<file path="src/rtl/core/rau_pkg.sv">
// Package with the operation codes, status codes and controller types of the rational unit.
package rau_pkg;

    localparam int unsigned MAG_BITS = 64;

    typedef enum logic [3:0] {
        OP_NORM = 4'd0,
        OP_ADD  = 4'd1,
        OP_SUB  = 4'd2,
        OP_MUL  = 4'd3,
        OP_DIV  = 4'd4,
        OP_NEG  = 4'd5,
        OP_INC  = 4'd6,
        OP_DEC  = 4'd7,
        OP_CMP  = 4'd8
    } t_op;

    localparam logic [1:0] ST_OK   = 2'd0;
    localparam logic [1:0] ST_ZERO = 2'd1;
    localparam logic [1:0] ST_OVF  = 2'd2;

    localparam logic [1:0] ORD_LT = 2'd0;
    localparam logic [1:0] ORD_EQ = 2'd1;
    localparam logic [1:0] ORD_GT = 2'd2;

    typedef enum logic [3:0] {
        S_IDLE,
        S_MUL,
        S_COMB,
        S_GCD_START,
        S_MOD,
        S_DIV_NUM,
        S_DIV_DEN,
        S_CHECK,
        S_OUT
    } t_state;

    typedef struct packed {
        logic load;
        logic mul;
        logic comb;
        logic gcd_init;
        logic mod_start;
        logic mod_to_gcd;
        logic div_num_start;
        logic div_num_done;
        logic div_den_start;
        logic div_den_done;
        logic check;
    } t_cmd;

    typedef struct packed {
        logic early;
        logic zero_num;
        logic gcd_done;
        logic div_busy;
    } t_status;

endpackage

</file>
<file path="src/rtl/core/rau_ctrl.sv">
// Controller state machine that sequences one operation through the datapath.
module rau_ctrl (
    input  logic             i_clk,
    input  logic             i_rst_n,
    input  logic             i_in_fire,
    input  logic             i_out_fire,
    input  rau_pkg::t_status i_stat,
    output rau_pkg::t_cmd    o_cmd,
    output logic             o_in_ready,
    output logic             o_out_valid
);
    import rau_pkg::*;

    t_state r_state, n_state;

    always_ff @(posedge i_clk) begin
        if (!i_rst_n) begin
            r_state <= S_IDLE;
        end else begin
            r_state <= n_state;
        end
    end

    always_comb begin
        n_state = r_state;
        unique case (r_state)
            S_IDLE:      if (i_in_fire) n_state = S_MUL;
            S_MUL:       n_state = i_stat.early ? S_OUT : S_COMB;
            S_COMB:      n_state = S_GCD_START;
            S_GCD_START: begin
                if (i_stat.early || i_stat.zero_num) begin
                    n_state = i_stat.early ? S_OUT : S_CHECK;
                end else begin
                    n_state = S_MOD;
                end
            end
            S_MOD: begin
                if (!i_stat.div_busy) begin
                    n_state = i_stat.gcd_done ? S_DIV_NUM : S_MOD;
                end
            end
            S_DIV_NUM:   if (!i_stat.div_busy) n_state = S_DIV_DEN;
            S_DIV_DEN:   if (!i_stat.div_busy) n_state = S_CHECK;
            S_CHECK:     n_state = S_OUT;
            S_OUT:       if (i_out_fire) n_state = S_IDLE;
            default:     n_state = S_IDLE;
        endcase
    end

    // The divider is started by a command from this controller, and its busy flag then
    // drops when the result is ready; r_go marks that the start was issued.
    logic r_go, n_go;
    always_ff @(posedge i_clk) begin
        if (!i_rst_n) begin
            r_go <= 1'b0;
        end else begin
            r_go <= n_go;
        end
    end

    always_comb begin
        o_cmd       = '0;
        o_in_ready  = 1'b0;
        o_out_valid = 1'b0;
        n_go        = 1'b0;
        unique case (r_state)
            S_IDLE: begin
                o_in_ready = 1'b1;
                o_cmd.load = i_in_fire;
            end
            S_MUL:  o_cmd.mul = 1'b1;
            S_COMB: o_cmd.comb = 1'b1;
            S_GCD_START: o_cmd.gcd_init = 1'b1;
            S_MOD: begin
                if (!r_go) begin
                    if (!i_stat.gcd_done) begin
                        o_cmd.mod_start = 1'b1;
                        n_go = 1'b1;
                    end else begin
                        o_cmd.div_num_start = 1'b1;
                        n_go = 1'b1;
                    end
                end else if (!i_stat.div_busy) begin
                    o_cmd.mod_to_gcd = 1'b1;
                end else begin
                    n_go = 1'b1;
                end
            end
            S_DIV_NUM: begin
                if (!r_go) begin
                    n_go = 1'b1;
                end else if (!i_stat.div_busy) begin
                    o_cmd.div_num_done = 1'b1;
                    o_cmd.div_den_start = 1'b1;
                    n_go = 1'b1;
                end else begin
                    n_go = 1'b1;
                end
            end
            S_DIV_DEN: begin
                if (!i_stat.div_busy) begin
                    o_cmd.div_den_done = 1'b1;
                end else begin
                    n_go = 1'b1;
                end
            end
            S_CHECK: o_cmd.check = 1'b1;
            S_OUT:   o_out_valid = 1'b1;
            default: o_cmd = '0;
        endcase
    end

    a_one_start: assert property (@(posedge i_clk) disable iff (!i_rst_n)
        $onehot0({o_cmd.mod_start, o_cmd.div_den_start, o_cmd.load}))
        else $error("more than one unit start in a cycle");
    a_load_idle: assert property (@(posedge i_clk) disable iff (!i_rst_n)
        o_cmd.load |-> r_state == S_IDLE)
        else $error("operand load outside idle");
    a_out_hold: assert property (@(posedge i_clk) disable iff (!i_rst_n)
        (o_out_valid && !i_out_fire) |=> o_out_valid)
        else $error("result dropped before transfer");

endmodule

</file>
<file path="config.mk">
export PLATFORM = sky130hd
export DESIGN_NAME = rau_ctrl
export DESIGN_NICKNAME = d
export VERILOG_FILES = /design/src/rtl/core/rau_pkg.sv /design/src/rtl/core/rau_ctrl.sv
export SDC_FILE = /design/constraint.sdc
export NUM_CORES = 1
export LEC_CHECK = 0
export BUFFER_PORTS_ARGS = -buffer_cell sky130_fd_sc_hd__buf_2
export CORE_MARGIN = 4
export CORE_UTILIZATION = 25
export DETAILED_ROUTE_END_ITERATION = 8
export PLACE_DENSITY = 0.47
export SETUP_SLACK_MARGIN = 0.2
export SYNTH_ARGS = -nofsm -noshare
export SYNTH_HDL_FRONTEND = slang
export SYNTH_SLANG_ARGS = --single-unit
</file>
<file path="constraint.sdc">
create_clock -name i_clk -period 1.7 [get_ports i_clk]
set_clock_uncertainty 0.2 [all_clocks]
set_input_delay 0.34 -clock i_clk [delete_from_list [all_inputs] [get_ports i_clk]]
set_output_delay 0.34 -clock i_clk [all_outputs]
set_load 0.005 [all_outputs]
</file>
==> summary.md, run 1 <==
| Metric | Value |
|---|---|
| Type of origin of the critical path | `flop` |
| Vias per cell | `around 5.1` |
| Post-Syn Area | `roughly 440 sq um` |
| CTS root buffer | `clkbuf_4` |
| Crit-path max FO | `5` |
| Slowest cell delay on critical path | `~0.36 ns` |
| RSZ-0062 raised after global routing | `true` |
| Routability cong. | `between 0.6 and 0.7` |
| Critical path cell sequence | `buf_6 -> nor4_4 -> and2_1 -> buf_2` |
| Critical path data arrival time | `between 1 and 1.5 ns` |
| ANT cells | `0` |
| Slew headroom | `approximately four fifths` |
| Final nets | `108` |
| CP Capture Type | `output pin` |
| DR vias | `between 500 and 600` |
| Die Y | `about 50 microns` |
| Layout area overhead | `98.0%` |
| Largest net degree at the start of global routing | `12` |
| Number of cells produced by synthesis | `59` |
| DRC violations left | `0` |
| Initial drt markers | `9` |
| Ranking of synthesized cells by area | `dfxtp_1 23%, nor4_1 7.2%, nand2b_1 5.7%, nor3_1 5.7%, and2_1 4.3%` |
| Post-synth cell types | `24` |
| Pins over their slew limit | `0` |
| Total chip power | `444 uW` |
| Worst-Margin Slew | `roughly 0.29 ns` |
| Mean area per synthesized cell | `7.40 sq um` |
| Io pins | `21` |
| DR pass1 iterations | `4` |
| Seq cells post-synth | `5` |
| Maximum buffer depth of the clock tree | `2` |
| Routed wire per std cell | `~13 microns` |
| Final Hold Vio Count | `0` |
| Detail Route Antenna Nets | `0` |
| Final period utilization | `105%` |
| WHS | `between 0.15 and 0.2 ns` |
| Die area | `2480 sq um` |
| Core box area | `roughly 1600 sq um` |
| Initial antenna violation count | `0` |
| Post-synth top area share | `about 23%` |
| Layout cells sized above 1 | `63.6%` |
| Maxcap violations | `0` |
| Post-CTS Hold Fix Bufs | `0` |
| Failing checks | `negative setup slack` |
| Tightest Hold Check Type | `input pin to flop` |
| H-tree Lvls | `1` |
| Worst path bufs/invs | `2` |
| Vias in the first global route | `485` |
| Leak Pwr | `~0.00042 uW` |
| TritonCTS Buffers | `3` |
| Post-Route WL | `roughly 1.5 mm` |
| First-pass GRT wire length | `between 2 and 2.5 mm` |
| Fmax | `between 500 and 600 MHz` |
| Syn Nets | `67` |
| Clk_lat worst skew | `roughly 0.24 ns` |
| GRT Total Usage | `about an eighth` |
| Final WS setup | `-0.0825 ns` |
| CTS clock-pin slew for the worst setup and hold paths | `roughly 0.040 ns` |
| Clock sink count | `5` |
| Final setup viols | `5` |
| Grt total ovfl | `0` |
| Required time at the worst-slack endpoint | `between 1 and 1.5 ns` |
| Peak supply drop | `0.591 mV` |
| Minimum clock period | `1.78 ns` |
| IO Port Bufs | `20` |
| Row cnt | `14` |
| Die X | `~50 microns` |
| Synth warnings | `0` |
| Dpl ws | `~0.11 ns` |
| Power density over the cells | `between 500 and 600 nW/um^2` |
| Register area share after synthesis | `22.9%` |
| Status | `finished, violations left` |
| Starting Density | `around 28%` |
| Slowest CP cell | `dfxtp_4` |
| HPWL after DPL | `961 microns` |
| CTS tree | `built` |
| Largest area contributor in the netlist | `dfxtp_1` |
| Crit path max-delay family | `simple AND/OR/NAND/NOR gates` |
| WS Path Type | `flop to output pin` |
## power by group
group,switching [uW],internal (uW)
logic,77.9,98.3
registers,8.93,123
clock network,48.1,88.7
## kinds of logic after synthesis
kind of cell           synth area share, %
AND/OR/NAND/NOR                       49.3
AO/OA/AOI/OAI                         14.6
buffers and inverters                 10.9
flip-flops                            22.9
multiplexers                          2.29
## Yosys cell counts
master	number
dfxtp_1	5
nor2_1	5
nor3_1	5
nor4_1	5
nand2b_1	4
a21oi_1	3
and2_1	3
inv_1	3
nand2_1	3
a21boi_1	2
and3b_1	2
buf_2	2
buf_4	2
nor2b_1	2
nor3b_1	2
o21a_1	2
o21ai_1	2
buf_6	1
mux2i_1	1
nand4_1	1
nor4_2	1
nor4bb_1	1
o32ai_1	1
or2b_4	1
## cell usage in the layout, fill, tap and decap left out, drive strengths merged
cell,Yosys,final
o21ai,2,2
and3b,2,2
and2,3,3
a21oi,3,3
dfxtp,5,5
buf,5,41
nor3,5,5
o32ai,1,1
nand2,3,3
nor3b,2,2
or2b,1,1
nor2b,2,2
nand2b,4,4
a21boi,2,2
nor4bb,1,1
nor2,5,5
nand4,1,1
nor4,6,6
inv,3,3
o21a,2,2
mux2i,1,1
clkbuf,0,4
## final timing paths
check             slack (ns)  depth (start not counted)                     from                 endpoint
setup / recovery       -0.08                          4  r_state[3]$_SDFFE_PN0P_                o_cmd[10]
hold / removal          0.16                          2                  i_rst_n  r_state[3]$_SDFFE_PN0P_
setup reg to reg        0.09                          6  r_state[0]$_SDFFE_PN0P_  r_state[3]$_SDFFE_PN0P_
hold reg to reg         0.44                          2  r_state[3]$_SDFFE_PN0P_  r_state[2]$_SDFFE_PN0P_
## final cells by class
cell class,count,area (sq um)
sequential,5,113
clock buffer,4,26.3
timing repair buffer,41,298
tap,16,20.0
inverter,3,11.3
fill,145,712
multi-input combinational,46,397
## state kept, by name (all words and copies together) (netlist names)
name and count:
r_go 1, r_state 4
## what timing repair did
item	in CTS	in global routing
gates resized for setup	22	10
setup endpoints to repair	15	15
setup buffers	7	6
pin swaps	7	5
## metrics by stage
step                      TNS (ns)  area [sq um]  util [%]  std cells
final                       -0.225           865      54.8        115
after global routing        -0.977           865      54.8        115
after CTS                   -0.247           767      48.7        109
after detailed placement         0           607      38.5         98
after global placement           0           607      38.5         98
after floorplan                  0           463         -         59
## layer usage
layer | GRT usage [%] | part of all wire (%) | vias up | routed length [microns]
li1 | - | - | 294 | -
met1 | 15.4 | 44 | 270 | 669
met2 | 18.5 | 47 | 23 | 716
met3 | 5.42 | 7.5 | 2 | 114
met4 | 0 | 0.73 | 0 | 11
met5 | 0 | 0 | - | 0
No activity file was read; power rests on OpenSTA's default activity.
==> run 2: changes to the inputs <==
--- a/config.mk
+++ b/config.mk
@@ -6,7 +6,7 @@
 export NUM_CORES = 1
 export LEC_CHECK = 0
 export BUFFER_PORTS_ARGS = -buffer_cell sky130_fd_sc_hd__buf_2
-export CORE_MARGIN = 4
+export CORE_MARGIN = 3
 export CORE_UTILIZATION = 25
 export DETAILED_ROUTE_END_ITERATION = 8
 export PLACE_DENSITY = 0.47
==> run 2 against run 1 <==
Against the previous run: the run still ends with negative setup slack left; sequential share of layout area rose by 0.32 points; maximum frequency fell by 0.58%; clock power barely moved; non-clock buffer count fell by 5; power fell by 6.5%; via count fell by 4.1%; critical endpoint is now o_cmd[4]; largest power group unchanged; highest routed layer is now met3.
==> summary.md, run 2 (same netlist as run 1, synthesis figures left out) <==
| Metric | Value |
|---|---|
| Grt total ovfl | `0 (unchanged)` |
| Most frequent cells in the layout | `20 x buf_2, 9 x buf_6, 7 x buf_4, 4 x nand2b_4, 4 x nor2_1` |
| Vias in the first global route | `497 (+2.5%)` |
| DR pass1 iterations | `2 (-2)` |
| Routed wire per std cell | `13.8 microns (+5.0%)` |
| Starting Density | `27.7% (unchanged)` |
| Clk_lat worst skew | `0.24 ns (about the same)` |
| Layout area overhead | `91.1%` |
| Failing checks | `negative setup slack` |
| Number of flip-flops in the largest register | `4 (unchanged)` |
| Most crowded layer after global routing | `met2` |
| Reg2reg start | `r_state[2]$_SDFFE_PN0P_` |
| Final Non-Filler Cells | `110 (-4.3%)` |
| Finished Cell Area | `835 sq um (-3.5%)` |
| DR vias | `565 (-4.1%)` |
| Initial antenna violation count | `0 (unchanged)` |
| Maximum buffer depth of the clock tree | `2 (unchanged)` |
| RSZ-0062 raised after global routing | `true` |
| DP Area | `599 sq um (-1.2%)` |
| Hold depth | `2 (unchanged)` |
| Leak Pwr | `0.000415 uW (-1.8%)` |
| Top Registers | `r_state (4), r_go (1)` |
| Global Route met1 Usage | `16.3% (+0.87 points)` |
| Slowest CP cell | `dfxtp_4` |
| Status | `finished, violations left` |
| Die X | `47.8 microns (-4.0%)` |
| Minimum clock period | `1.79 ns (+0.0104 ns)` |
| Final nets | `103 (-4.6%)` |
| Die Y | `47.8 microns (-4.0%)` |
| Peak supply drop | `0.542 mV (-8.3%)` |
| Power density over the cells | `498 nW/um^2 (-3.1%)` |
| Final WS setup | `-0.0930 ns (-0.0104 ns)` |
| Die area | `2280 sq um (-7.9%)` |
| Detail Route Antenna Nets | `0 (unchanged)` |
| Final Hold Vio Count | `0 (unchanged)` |
| Most common cell after layout, fill and taps aside | `buf_2` |
| HP Start | `i_rst_n` |
| ANT cells | `0 (unchanged)` |
| Critical path cell sequence | `buf_4 -> nor4_4 -> and2_1 -> buf_2` |
| Largest Register | `r_state` |
| Worst-Margin Slew | `0.295 ns (+0.00209 ns)` |
| Core box area | `1580 sq um (unchanged)` |
| Crit-path max FO | `4 (-1)` |
| Post-Route WL | `1.52 mm (+0.40%)` |
| Design internal power | `287 uW (-7.2%)` |
| CP Capture Type | `output pin` |
| WHS | `0.171 ns (+0.00902 ns)` |
| Slew headroom | `80.1% (-0.14 points)` |
| Post-CTS Hold Fix Bufs | `0 (unchanged)` |
| Pins over their slew limit | `0 (unchanged)` |
| GRT Total Usage | `12.8% (+1.1 points)` |
| Combinational share of power | `36.3% (-3.4 points)` |
| # placed instances | `97 (-1.0%)` |
| Vias per cell | `5.14 (+0.29%)` |
| Largest net degree at the start of global routing | `11 (-1)` |
| Final setup viols | `6 (+1)` |
| Critical path data arrival time | `1.25 ns (about the same)` |
| Slowest cell delay on critical path | `0.35 ns (about the same)` |
| CTS root buffer | `clkbuf_4` |
| Cell count of the worst reg-to-reg path | `6 (unchanged)` |
| TritonCTS Buffers | `3 (unchanged)` |
| WS Path Type | `flop to output pin` |
| Io pins | `21 (unchanged)` |
| Switching pwr | `128 uW (-4.8%)` |
| Tightest Hold Check Type | `input pin to flop` |
| IO Port Bufs | `20 (unchanged)` |
| Fmax | `558 MHz (-0.58%)` |
| Utilization after layout | `52.9% (-1.9 points)` |
| M2 GR Usage | `21.4% (+2.9 points)` |
| CTS tree | `built` |
| DRC violations left | `0 (unchanged)` |
| Layout cells sized above 1 | `63.8% (+0.19 points)` |
| Worst path bufs/invs | `2 (unchanged)` |
| Crit path max-delay family | `simple AND/OR/NAND/NOR gates` |
| Row cnt | `14 (unchanged)` |
| Hold EP | `r_state[3]$_SDFFE_PN0P_` |
| Initial drt markers | `5 (-4)` |
| Type of origin of the critical path | `flop` |
| First-pass GRT wire length | `2.08 mm (-7.1%)` |
| Switching power share of the total | `30.9% (+0.53 points)` |
| Routing usage on met3 | `5.26% (-0.16 points)` |
| HPWL after DPL | `917 microns (-4.6%)` |
| Worst reg-to-reg setup slack | `0.09 ns (about the same)` |
| Final period utilization | `105% (+0.61 points)` |
| R2R Path End | `r_state[1]$_SDFFE_PN0P_` |
| Reg power frac | `30.8% (+1.2 points)` |
| Clock share of power | `32.9% (+2.1 points)` |
| Routability cong. | `0.718 (+3.5%)` |
| CTS clock-pin slew for the worst setup and hold paths | `0.04 ns (about the same)` |
| Maxcap violations | `0 (unchanged)` |
| Required time at the worst-slack endpoint | `1.16 ns (about the same)` |
| Clock sink count | `5 (unchanged)` |
| H-tree Lvls | `1 (unchanged)` |
## run 2: cell types whose count changed in the layout (fill, tap and decap cells not counted), sizes merged
cell / before / now
buf: 41 / 36
## run 2: worst register-to-register path, stage by stage (launching register included)
cell and delay, ns:
dfxtp_4 0.35, buf_6 0.12, buf_6 0.12, and3b_1 0.18, nor4_2 0.28, o21ai_1 0.10, a21boi_1 0.17
## run 2: metal layers
metal / vias to the layer above / routed length [microns]
li1: 282 / -
met1: 262 / 673
met2: 21 / 763
met3: 0 / 81
met4: 0 / 0
met5: - / 0
## run 2: metrics by stage
| stage | total power [uW] | setup WS [ns] | TNS, ns |
|---|---|---|---|
| 2_1_floorplan | 206 | 0.194 | 0 |
| 3_3_place_gp | 245 | 0.133 | 0 |
| 3_5_place_dp | 245 | 0.101 | 0 |
| 4_1_cts | 411 | -0.0773 | -0.262 |
| 5_1_grt | 445 | -0.173 | -0.854 |
| 6_report | 416 | -0.0930 | -0.279 |
## run 2: power by group through the flow
| stage | Sequential [uW] | Combinational, uW | Clock [uW] |
|---|---|---|---|
| after floorplan | 129 | 76.7 | 0 |
| after global placement | 133 | 112 | 0 |
| after detailed placement | 132 | 112 | 0 |
| after CTS | 127 | 138 | 145 |
| after global routing | 129 | 166 | 150 |
| final | 128 | 151 | 137 |
## run 2: how the worst max path moves through the flow
stage | start | to | slack, ns | cells past startpoint
floorplan | r_state[3]$_SDFFE_PN0P_ | o_cmd[3] | 0.19 | 4
global placement | r_state[3]$_SDFFE_PN0P_ | o_cmd[10] | 0.13 | 4
detailed placement | r_state[0]$_SDFFE_PN0P_ | o_cmd[6] | 0.10 | 4
CTS | r_state[1]$_SDFFE_PN0P_ | o_cmd[6] | -0.08 | 4
global route | r_state[3]$_SDFFE_PN0P_ | o_cmd[6] | -0.17 | 4
finish | r_state[3]$_SDFFE_PN0P_ | o_cmd[4] | -0.09 | 4
## run 2: final cells by class
type	instances	area (sq um)
Timing Repair Buffer	36	254
Multi-Input combinational cell	46	412
Sequential cell	5	111
Inverter	3	11.3
Fill cell	149	742
Tap cell	16	20.0
Clock buffer	4	26.3
## run 2: repair_timing
| action | CTS | global route |
|---|---|---|
| buffers inserted | 7 | 2 |
| setup endpoints to repair | 15 | 15 |
| gates cloned | 0 | 0 |
| pin swaps | 8 | 6 |
| resized for setup | 20 | 12 |
| endpoints found under the hold margin | 0 | 0 |
==> run 3: changes to the inputs <==
--- a/config.mk
+++ b/config.mk
@@ -6,10 +6,10 @@
 export NUM_CORES = 1
 export LEC_CHECK = 0
 export BUFFER_PORTS_ARGS = -buffer_cell sky130_fd_sc_hd__buf_2
-export CORE_MARGIN = 3
-export CORE_UTILIZATION = 25
+export CORE_AREA = 3 3 40 42
 export DETAILED_ROUTE_END_ITERATION = 8
-export PLACE_DENSITY = 0.47
+export DIE_AREA = 0 0 43 45
+export PLACE_DENSITY = 0.58
 export SETUP_SLACK_MARGIN = 0.2
 export SYNTH_ARGS = -nofsm -noshare
 export SYNTH_HDL_FRONTEND = slang
==> run 3 against run 2 <==
Against the previous run: the run still ends with negative setup slack left; worst hold slack got worse by 0.0054 ns; global-route usage increased by 1.8 points; power increased by 0.36%; setup slack improved by 0.032 ns; register-to-register slack about the same; design area decreased by 6.4%; first-iteration DRC count increased by 20%; sequential share of layout area increased by 1.2 points; critical path type unchanged; critical endpoint is now o_cmd[9]; largest power group unchanged.
==> summary.md, run 3 (same netlist as run 1, synthesis figures left out) <==
| Metric | Value |
|---|---|
| Maxcap violations | `0 (unchanged)` |
| Detail Route Antenna Nets | `0 (unchanged)` |
| Clk_lat worst skew | `0.25 ns (about the same)` |
| Slowest CP cell | `dfxtp_4` |
| Io pins | `21 (unchanged)` |
| GRT Total Usage | `14.6% (+1.8 points)` |
| Largest net degree at the start of global routing | `11 (unchanged)` |
| Most common cell after layout, fill and taps aside | `buf_2` |
| Initial drt markers | `6 (+1)` |
| Pins over their slew limit | `0 (unchanged)` |
| Vias per cell | `5.17 (+0.68%)` |
| Largest Register | `r_state` |
| WS Path Type | `flop to output pin` |
| Power density over the cells | `534 nW/um^2 (+7.3%)` |
| Number of flip-flops in the largest register | `4 (unchanged)` |
| Slew headroom | `69.7% (-10 points)` |
| Routed wire per std cell | `13.3 microns (-3.3%)` |
| H-tree Lvls | `1 (unchanged)` |
| Critical path data arrival time | `1.22 ns (-0.03 ns)` |
| HPWL after DPL | `876 microns (-4.5%)` |
| Total chip power | `417 uW (+0.36%)` |
| CTS tree | `built` |
| Core box area | `1280 sq um (-18%)` |
| Leak Pwr | `0.000374 uW (-9.9%)` |
| Final Hold Vio Count | `0 (unchanged)` |
| Critical path cell sequence | `or2b_4 -> nor3_2 -> buf_2` |
| Crit path max-delay family | `simple AND/OR/NAND/NOR gates` |
| Vias in the first global route | `458 (-7.8%)` |
| Required time at the worst-slack endpoint | `1.16 ns (about the same)` |
| TritonCTS Buffers | `3 (unchanged)` |
| Post-Route WL | `1.40 mm (-7.7%)` |
| Layout area overhead | `78.8%` |
| DR pass1 iterations | `3 (+1)` |
| WHS | `0.166 ns (-0.00538 ns)` |
| Tightest Hold Check Type | `input pin to flop` |
| RSZ-0062 raised after global routing | `true` |
| Fmax | `568 MHz (+1.8%)` |
| DP Area | `598 sq um (-0.21%)` |
| Filler cell count | `124 (-17%)` |
| DRC violations left | `0 (unchanged)` |
| ANT cells | `0 (unchanged)` |
| Maximum buffer depth of the clock tree | `2 (unchanged)` |
| Worst reg-to-reg setup slack | `0.09 ns (about the same)` |
| IO Port Bufs | `20 (unchanged)` |
| Row cnt | `13 (-1)` |
| Setup TNS | `-0.278 ns (+0.000884 ns)` |
| Final nets | `99 (-3.9%)` |
| Routability cong. | `0.710 (-1.1%)` |
| Worst-Margin Slew | `0.450 ns (+0.155 ns)` |
| CP Capture Type | `output pin` |
| Layout cells sized above 1 | `63.3% (-0.50 points)` |
| Clock sink count | `5 (unchanged)` |
| Failing checks | `negative setup slack` |
| Finished Cell Area | `781 sq um (-6.4%)` |
| Starting Density | `34.0% (+6.3 points)` |
| Minimum clock period | `1.76 ns (-0.0318 ns)` |
| Initial antenna violation count | `0 (unchanged)` |
| Worst path bufs/invs | `1 (-1)` |
| Dpl ws | `0.154 ns (+0.0528 ns)` |
| Type of origin of the critical path | `flop` |
| Final WS setup | `-0.0612 ns (+0.0318 ns)` |
| Die Y | `45 microns (-5.8%)` |
| Slowest cell delay on critical path | `0.39 ns (+0.04 ns)` |
| Final period utilization | `104% (-1.9 points)` |
| Crit-path max FO | `6 (+2)` |
| CTS clock-pin slew for the worst setup and hold paths | `0.04 ns (about the same)` |
| Status | `finished, violations left` |
| Final setup viols | `7 (+1)` |
| Peak supply drop | `0.529 mV (-2.4%)` |
| First-pass GRT wire length | `2.01 mm (-3.0%)` |
| Grt total ovfl | `0 (unchanged)` |
| CTS root buffer | `clkbuf_4` |
| Top Registers | `r_state (4), r_go (1)` |
| Most frequent cells in the layout | `20 x buf_2, 8 x buf_4, 4 x nand2b_4, 4 x buf_6` |
| Die X | `43 microns (-10%)` |
| Die area | `1940 sq um (-15%)` |
| DR vias | `543 (-3.9%)` |
==> run 3: cell count changes in the layout (fill, tap and decap cells not counted), sizes merged <==
cell / before / now
buf: 36 / 32
==> run 3: metal layers <==
metal	GRT usage (%)	vias up	routed length, microns
li1	-	273	-
met1	16.0	254	573
met2	24.6	14	721
met3	5.98	2	87
met4	7.23	0	18
met5	0	-	0
==> run 3: worst register-to-register path: stages (launching register included) <==
cell      delay, ns
dfxtp_2        0.34
buf_6          0.13
buf_6          0.13
and3b_2        0.21
nor4_4         0.28
o21ai_1        0.11
a21boi_1       0.14
==> run 3: worst paths after layout <==
| check | depth (start not counted) | endpoint | from |
|---|---|---|---|
| max | 3 | o_cmd[9] | r_state[0]$_SDFFE_PN0P_ |
| min | 2 | r_state[3]$_SDFFE_PN0P_ | i_rst_n |
| max reg2reg | 6 | r_state[0]$_SDFFE_PN0P_ | r_state[2]$_SDFFE_PN0P_ |
| min reg2reg | 4 | r_state[0]$_SDFFE_PN0P_ | r_state[2]$_SDFFE_PN0P_ |
==> run 3: what timing repair did <==
action	CTS	global route
pin swaps	4	3
endpoints found under the hold margin	0	0
hold buffers	0	0
buffers inserted	3	2
gates cloned	0	0
gates resized for setup	11	17
setup endpoints to repair	15	16
==> run 3: layout make-up <==
type	count	area [sq um]	area share (%)
well taps	15	18.8	2.40
flip-flops and latches	5	114	14.6
multi-input cells	46	405	51.9
inverters	3	11.3	1.44
clock buffers	4	26.3	3.37
repair buffers	32	205	26.3
==> run 3: stage by stage <==
| stage | cells | utilization, % |
|---|---|---|
| 2_1_floorplan | 59 | - |
| 3_3_place_gp | 96 | 46.5 |
| 5_1_grt | 105 | 60.8 |
| 3_5_place_dp | 96 | 46.5 |
| 6_report | 105 | 60.8 |
| 4_1_cts | 103 | 53.0 |
==> run 3: power by group <==
group	total (uW)	internal [uW]	leakage, uW	switching [uW]
clock	140	88.9	0.0000150	51.3
sequential	135	123	0.0000438	12.6
combinational	142	76.6	0.000315	65.2
